<file path="src/rtl/core/window_blind_servo_controller_macros.svh">
// Assertion macros shared by the blind controller RTL.
// Each macro expects a clock named clk and an active-low reset named rst_n in scope.
`ifndef WINDOW_BLIND_SERVO_CONTROLLER_MACROS_SVH
`define WINDOW_BLIND_SERVO_CONTROLLER_MACROS_SVH

// The consequent must hold in the same cycle as the antecedent.
`define WBSC_ASSERT_SAME(label, ante, cons) \
    label: assert property (@(posedge clk) disable iff (!rst_n) (ante) |-> (cons)) \
        else $error("assertion failed: same-cycle implication");

// The consequent must hold in the cycle after the antecedent.
`define WBSC_ASSERT_NEXT(label, ante, cons) \
    label: assert property (@(posedge clk) disable iff (!rst_n) (ante) |=> (cons)) \
        else $error("assertion failed: next-cycle implication");

`endif

</file>
<file path="src/rtl/core/wbsc_pkg.sv">
package wbsc_pkg;

    localparam int SENSOR_BITS = 10;
    localparam int TIMER_BITS  = 16;
    localparam int CFG_BITS    = 16;
    localparam int PULSE_BITS  = 12;
    localparam int THRESH_BITS = 10;

    // Width used to compare a timer against a 16-bit configuration value.
    localparam int CMP_W = (TIMER_BITS > CFG_BITS) ? TIMER_BITS : CFG_BITS;
    // Width of the light comparison sum, one bit above the wider operand.
    localparam int SUM_W = ((SENSOR_BITS > THRESH_BITS) ? SENSOR_BITS : THRESH_BITS) + 1;

    localparam logic [TIMER_BITS-1:0] TIMER_MAX = {TIMER_BITS{1'b1}};

    localparam logic [PULSE_BITS-1:0] PULSE_CLOSE_US = PULSE_BITS'(2300);
    localparam logic [PULSE_BITS-1:0] PULSE_OPEN_US  = PULSE_BITS'(800);

    typedef enum logic [2:0] {
        REG_AUTO_MODE       = 3'd0,
        REG_THRESHOLD       = 3'd1,
        REG_SAMPLE_PERIOD   = 3'd2,
        REG_TRAVEL_TIME     = 3'd3,
        REG_HOMING_PULSE    = 3'd4
    } reg_index_t;

    typedef struct packed {
        logic [SENSOR_BITS-1:0] inside_level;
        logic [SENSOR_BITS-1:0] outside_level;
        logic                   request_valid;
        logic                   request_open;
    } in_t;

    typedef struct packed {
        logic                   servo_enabled;
        logic [PULSE_BITS-1:0]  pulse_width_us;
        logic                   mode_open;
        logic [SENSOR_BITS-1:0] held_outside;
    } out_t;

    typedef struct packed {
        logic                   auto_mode;
        logic [THRESH_BITS-1:0] brightness_threshold;
        logic [CFG_BITS-1:0]    sample_period_ms;
        logic [CFG_BITS-1:0]    travel_time_ms;
        logic [PULSE_BITS-1:0]  homing_pulse_us;
    } cfg_t;

    typedef struct packed {
        logic [TIMER_BITS-1:0]  since_start_ms;
        logic [TIMER_BITS-1:0]  since_switch_ms;
        logic [TIMER_BITS-1:0]  since_sample_ms;
        logic [SENSOR_BITS-1:0] held_outside_level;
        logic                   current_mode;
        logic                   previous_mode;
        logic                   servo_attached;
        logic [PULSE_BITS-1:0]  servo_pulse;
    } state_t;

    localparam cfg_t CFG_RESET = '{
        auto_mode:            1'b0,
        brightness_threshold: THRESH_BITS'(50),
        sample_period_ms:     CFG_BITS'(5000),
        travel_time_ms:       CFG_BITS'(10000),
        homing_pulse_us:      PULSE_BITS'(2300)
    };

    localparam state_t STATE_RESET = '{
        since_start_ms:     '0,
        since_switch_ms:    '0,
        since_sample_ms:    '0,
        held_outside_level: '0,
        current_mode:       1'b0,
        previous_mode:      1'b0,
        servo_attached:     1'b1,
        servo_pulse:        PULSE_BITS'(2300)
    };

    function automatic logic [TIMER_BITS-1:0] sat_inc(input logic [TIMER_BITS-1:0] v);
        return (v == TIMER_MAX) ? v : v + 1'b1;
    endfunction

endpackage

</file>
<file path="src/rtl/core/wbsc_tick.sv">
module wbsc_tick
    import wbsc_pkg::*;
(
    input  cfg_t   cfg,
    input  state_t state,
    input  in_t    item,
    output state_t state_next,
    output out_t   result_next
);

    always_comb
    begin
        logic                  switch_ok;
        logic                  want_open;
        logic                  refresh;
        logic [SUM_W-1:0]      held_plus_thr;
        logic [SUM_W-1:0]      inside_ext;
        logic [CMP_W-1:0]      travel_w;

        travel_w   = CMP_W'(cfg.travel_time_ms);
        state_next = state;

        state_next.since_start_ms  = sat_inc(state.since_start_ms);
        state_next.since_switch_ms = sat_inc(state.since_switch_ms);
        state_next.since_sample_ms = sat_inc(state.since_sample_ms);

        // Manual request is applied first.
        switch_ok = CMP_W'(state_next.since_switch_ms) > travel_w;
        if (item.request_valid && (item.request_open != state_next.current_mode) && switch_ok)
        begin
            state_next.servo_attached  = 1'b1;
            state_next.since_switch_ms = '0;
            state_next.previous_mode   = state_next.current_mode;
            state_next.current_mode    = item.request_open;
        end

        // The outside sample is refreshed at most once per tick, in auto mode or after homing.
        refresh = (cfg.auto_mode || (CMP_W'(state_next.since_start_ms) >= travel_w))
                  && (CMP_W'(state_next.since_sample_ms) > CMP_W'(cfg.sample_period_ms));
        if (refresh)
        begin
            state_next.held_outside_level = item.outside_level;
            state_next.since_sample_ms    = '0;
        end

        // Close when held + threshold < inside, which is held < inside - threshold.
        held_plus_thr = SUM_W'(state_next.held_outside_level)
                        + SUM_W'(cfg.brightness_threshold);
        inside_ext    = SUM_W'(item.inside_level);
        want_open     = !(held_plus_thr < inside_ext);
        switch_ok     = CMP_W'(state_next.since_switch_ms) > travel_w;
        if (cfg.auto_mode && (want_open != state_next.current_mode) && switch_ok)
        begin
            state_next.servo_attached  = 1'b1;
            state_next.since_switch_ms = '0;
            state_next.previous_mode   = state_next.current_mode;
            state_next.current_mode    = want_open;
        end

        if (CMP_W'(state_next.since_start_ms) < travel_w)
        begin
            state_next.servo_pulse = cfg.homing_pulse_us;
        end
        else if (CMP_W'(state_next.since_switch_ms) < (travel_w >> 1))
        begin
            if (state_next.previous_mode != state_next.current_mode)
            begin
                state_next.servo_pulse = state_next.current_mode ? PULSE_OPEN_US
                                                                 : PULSE_CLOSE_US;
            end
        end
        else
        begin
            state_next.previous_mode  = state_next.current_mode;
            state_next.servo_attached = 1'b0;
        end

        result_next.servo_enabled  = state_next.servo_attached;
        result_next.pulse_width_us = state_next.servo_attached ? state_next.servo_pulse : '0;
        result_next.mode_open      = state_next.current_mode;
        result_next.held_outside   = state_next.held_outside_level;
    end

endmodule

</file>
<file path="src/rtl/core/window_blind_servo_controller.sv">
// A transaction accepted into the input register moves on to the result register when that
// register is free, and its result is offered from there until it is taken.
// Throughput: one transaction per cycle while result_stall is low; the input register and the
// result register form a two-entry pipeline, so a new tick is taken while a finished result waits.
// Reset (rst_n, asynchronous, active low) clears both pipeline stages, restores the
// configuration defaults and puts the controller in its homing state with the servo attached.
`include "window_blind_servo_controller_macros.svh"

module window_blind_servo_controller
    import wbsc_pkg::*;
(
    input  logic                clk,
    input  logic                rst_n,

    input  logic                cfg_we,
    input  logic [2:0]          cfg_index,
    input  logic [CFG_BITS-1:0] cfg_data,

    input  logic                item_valid,
    output logic                item_stall,
    input  in_t                 item,

    output logic                result_valid,
    input  logic                result_stall,
    output out_t                result
);

    // Configuration registers; the user must write them only while the controller is idle (not enforced).
    cfg_t   cfg_reg;

    // Controller state: timers, held outside level, modes and servo drive.
    state_t state_reg;
    state_t state_next;

    // Input stage holds one accepted tick until the result register can take it.
    logic   s1_valid_reg;
    in_t    s1_item_reg;

    // Result stage.
    logic   result_valid_reg;
    out_t   result_reg;
    out_t   result_next;

    logic   out_free;
    logic   item_fire;
    logic   s1_fire;

    // The result register is free when empty or when its transaction leaves this cycle.
    assign out_free   = !result_valid_reg || !result_stall;
    // The input register can refill whenever its contents move on in the same cycle.
    assign item_stall = s1_valid_reg && !out_free;
    assign item_fire  = item_valid && !item_stall;
    // The held tick is processed, and the state advances, when it moves to the result stage.
    assign s1_fire    = s1_valid_reg && out_free;

    assign result_valid = result_valid_reg;
    assign result       = result_reg;

    // All per-tick arithmetic sits between the input register and the result register.
    wbsc_tick u_tick (
        .cfg         (cfg_reg),
        .state       (state_reg),
        .item        (s1_item_reg),
        .state_next  (state_next),
        .result_next (result_next)
    );

    always_ff @(posedge clk or negedge rst_n)
    begin
        if (!rst_n)
        begin
            cfg_reg <= CFG_RESET;
        end
        else if (cfg_we)
        begin
            case (reg_index_t'(cfg_index))
                REG_AUTO_MODE:     cfg_reg.auto_mode            <= cfg_data[0];
                REG_THRESHOLD:     cfg_reg.brightness_threshold <= cfg_data[THRESH_BITS-1:0];
                REG_SAMPLE_PERIOD: cfg_reg.sample_period_ms     <= cfg_data;
                REG_TRAVEL_TIME:   cfg_reg.travel_time_ms       <= cfg_data;
                REG_HOMING_PULSE:  cfg_reg.homing_pulse_us      <= cfg_data[PULSE_BITS-1:0];
                default:           ;
            endcase
        end
    end

    always_ff @(posedge clk or negedge rst_n)
    begin
        if (!rst_n)
        begin
            state_reg        <= STATE_RESET;
            s1_valid_reg     <= 1'b0;
            result_valid_reg <= 1'b0;
        end
        else
        begin
            if (item_fire)
            begin
                s1_valid_reg <= 1'b1;
            end
            else if (out_free)
            begin
                s1_valid_reg <= 1'b0;
            end

            if (out_free)
            begin
                result_valid_reg <= s1_valid_reg;
            end

            if (s1_fire)
            begin
                state_reg <= state_next;
            end
        end
    end

    // Payload registers need no reset.
    always_ff @(posedge clk)
    begin
        if (item_fire)
        begin
            s1_item_reg <= item;
        end
        if (s1_fire)
        begin
            result_reg <= result_next;
        end
    end

    // An empty input stage never holds back the upstream side.
    `WBSC_ASSERT_SAME(a_no_stall_when_empty, !s1_valid_reg, !item_stall)
    // The controller state only moves when a tick is processed.
    `WBSC_ASSERT_NEXT(a_state_holds_when_idle, !s1_fire, $stable(state_reg))
    // A released servo is never reported with a nonzero pulse.
    `WBSC_ASSERT_SAME(a_released_pulse_zero, result_valid_reg && !result_reg.servo_enabled,
                      result_reg.pulse_width_us == '0)

endmodule
</file>
<file path="config.mk">
export PLATFORM = sky130hd
export DESIGN_NAME = window_blind_servo_controller
export DESIGN_NICKNAME = d
export VERILOG_FILES = /design/src/rtl/core/wbsc_pkg.sv /design/src/rtl/core/wbsc_tick.sv /design/src/rtl/core/window_blind_servo_controller.sv
export VERILOG_INCLUDE_DIRS = /design/src /design/src/rtl/core
export SDC_FILE = /design/constraint.sdc
export NUM_CORES = 1
export LEC_CHECK = 0
export ABC_AREA = 1
export BUFFER_PORTS_ARGS = -buffer_cell sky130_fd_sc_hd__buf_2
export CAP_MARGIN = 40
export CORE_MARGIN = 3
export CORE_UTILIZATION = 58
export DETAILED_ROUTE_END_ITERATION = 7
export PLACE_DENSITY = 0.77
export SLEW_MARGIN = 40
export SYNTH_ARGS = -nofsm -noshare
export SYNTH_HDL_FRONTEND = slang
export SYNTH_SLANG_ARGS = --single-unit
</file>
<file path="constraint.sdc">
create_clock -name clk -period 11.42 [get_ports clk]
set_input_delay 2.284 -clock clk [delete_from_list [all_inputs] [get_ports clk]]
set_output_delay 2.284 -clock clk [all_outputs]
set_load 0.01 [all_outputs]
</file>
==> impl_metrics.csv <==
group,metric,value,unit
cells_and_area,nets,1555,
cells_and_area,area_growth,10.4,%
sta,skew,0.0144,ns
clocking,cts_setup_buffers,0,
synthesis,synth-edff-count,46,
place,port-buffer-count,71,
synthesis,ys.flop_type,"dfrtp_1",
cells_and_area,largest_register_ffs,73,
place,dp_hpwl,18900,um
pwr,powerDensity,243,nW/um2
clocking,numCtsBuffers,17,
sta,tns,0,ns
cells_and_area,n_fill_cell,1537,
pwr,intPower,1650,uW
die,pin_count,72,
sta,period_minus_slack,10.05,ns
worst_setup_path,endpoint_kind,"flop",
die,initial_core_util,59.9,%
sta,finalMaxSlewViolations,0,
global_route,grt_pass1_wl,42000,um
die,die_h,143,um
die,core,18200,um2
clocking,clk_pin_slew,0.07,ns
worst_setup_path,cp-start-kind,"flop",
global_route,grt_usage,26.0,%
cells_and_area,final_util,66.1,%
pwr,switching_share,43.5,%
worst_setup_path,worstPathMaxFanout,22,
sta,worst_pin_slew,0.708,ns
outcome,status,"complete, no violations",
die,die-area,20500,um2
die,core.rowCount,49,
synthesis,yosysUniqueCellTypes,55,
global_route,grt_pass1_vias,8510,
clocking,postCtsHoldBufs,0,
routing,dr.pass1.iters,5,
synthesis,async_reset_ff_share,73.9,%
clocking,htree_levels,4,
pwr,leakage,0.00609,uW
routing,drtAntennaViolNets,0,
worst_setup_path,cp_slowest_cell,"o21ai_4",
cells_and_area,antenna_cells,0,
worst_setup_path,slowest_delay,0.49,ns
min_path,hold_path.class,"flop to flop",
synthesis,yosysMostFrequentCell,"nand2_1",
synthesis,synth_cells,1346,
sta,setup_viol,0,
routing,routedWlPerCell,15.5,um
synthesis,synthTopCellsByArea,"dfrtp_1, edfxtp_1, nand2_1, ha_1, inv_1",
sta,timing.slew.headroom,52.6,%
clocking,cts_root_buf,"clkbuf_16",
synthesis,syn-num-nets,1494,
sta,hold_viol_final,0,
clocking,clk_latency,0.44,ns
clocking,tritoncts,"done",
pwr,p_seq_share,32.3,%
run,maxCapViolCount,0,
synthesis,synth_top_cell_by_area,"dfrtp_1",
routing,drc,0,
place,place_congestion,0.884,
routing,vias,8962,
synthesis,synth.cell_area,10900,um2
place,dp_cells,1617,
synthesis,synth_area_per_cell,8.10,um2
sta,max_freq,0.0995,GHz
routing,viasPerCell,5.43,
routing,first_iter_violations,726,
die,fp.dieW,143,um
worst_setup_path,path_class,"flop to flop",
synthesis,ys_warn_count,0,
pwr,combPwrFrac,47.9,%
synthesis,synth_commonest_cells,"nand2_1, inv_1, o21ai_0",
worst_setup_path,required,11.69,ns
sta,fin_crit_sh,88.0,%
pwr,switching_power,1270,uW
global_route,grt_max_degree,69,
worst_setup_path,crit_top_cell,"nand2_1",
synthesis,synth_top_area_share,23.4,%
clocking,cts_resized,0,
sta,rsz0062_at_grt,"no",
clocking,cts_buffer_depth,2,
pwr,peakVddDrop,149,uV
synthesis,ys_ff_latch,176,
clocking,clkSinkCount,176,
cells_and_area,drive_gt1_share,13.9,%
worst_setup_path,cp.arrival,10.31,ns
cells_and_area,final_cells,1649,
global_route,grt-ovfl-total,0,
synthesis,ys_seq_area_share,42.8,%
routing,wl,25600,um
pwr,clkPwrFrac,19.8,%
global_route,antenna_found_initial,0,
[power groups by stage]
stage | combinational, uW | sequential [uW] | clock (uW)
2_1_floorplan | 1060 | 935 | 0
3_3_place_gp | 1340 | 950 | 0
3_5_place_dp | 1380 | 950 | 0
4_1_cts | 1390 | 943 | 588
5_1_grt | 1620 | 963 | 613
6_report | 1400 | 944 | 579
[area by class of cell]
class | instances | area (um2) | area share [%]
Timing Repair Buffer | 76 | 407 | 3.38
Inverter | 213 | 801 | 6.65
Clock inverter | 14 | 141 | 1.17
Clock buffer | 18 | 450 | 3.74
Sequential cell | 176 | 4670 | 38.8
Multi-Input combinational cell | 923 | 5280 | 43.9
Tap cell | 229 | 287 | 2.38
[kinds of logic after synthesis]
| group | synth area share [%] |
|---|---|
| simple gates | 22.1 |
| buf+inv | 8.87 |
| compound gates | 12.1 |
| flops | 42.8 |
| fa+ha+maj | 11.8 |
| xor+xnor | 2.32 |
[metrics by stage]
| step | worst slack, ns | area [um2] | hold slack (ns) | power, uW |
|---|---|---|---|---|
| finish | 1.37 | 12000 | 0.472 | 2920 |
| CTS | 1.33 | 12000 | 0.469 | 2930 |
| global placement | 1.80 | 11400 | 0.456 | 2290 |
| detailed placement | 1.43 | 11400 | 0.461 | 2330 |
| global route | 0.389 | 12000 | 0.489 | 3200 |
| floorplan | 3.40 | 10900 | 0.447 | 2000 |
[critical path: cells and delay by family, from the launching register on]
family	cells	cell delay, ns
and+or+nand+nor	27	3.85
DFF	1	0.43
xor gates and xnor gates	2	0.40
adders and majority gates	6	1.72
AOI/OAI and AO/OA	11	2.45
buffers and inverters	6	0.96
[worst paths after layout]
kind,from,to,slack (ns),cells after the start
min in group asynchronous,rst_n,state_reg[43],1.82,1
hold / removal,state_reg[2],state_reg[2],0.47,2
hold reg to reg,state_reg[2],state_reg[2],0.47,2
setup reg to reg,state_reg[57],result[18],1.37,52
setup / recovery,state_reg[57],result[18],1.37,52
max in group asynchronous,rst_n,cfg_reg[44],8.53,2
[placed cells by master (no fill, tap or decap), types with 9 or more instances in the layout]
| cell | Yosys | routed |
|---|---|---|
| a21oi_1 | 73 | 73 |
| buf_2 | 5 | 70 |
| clkbuf_16 | 0 | 18 |
| dfrtp_1 | 102 | 102 |
| dfstp_2 | 28 | 28 |
| edfxtp_1 | 46 | 46 |
| ha_1 | 101 | 101 |
| inv_1 | 200 | 199 |
| inv_2 | 11 | 12 |
| nand2_1 | 342 | 341 |
| nand2_2 | 8 | 9 |
| nand3_1 | 44 | 43 |
| nand4_1 | 15 | 15 |
| nor2_1 | 82 | 82 |
| nor3_1 | 25 | 25 |
| o21ai_0 | 124 | 123 |
| xor2_1 | 20 | 20 |
[metal layers]
layer,track usage [%],routed length (um)
met4,6.55,450
met3,4.59,1530
met1,37.1,11900
met2,41.3,11700
met5,0,0
(Power assumes the default switching activity.)
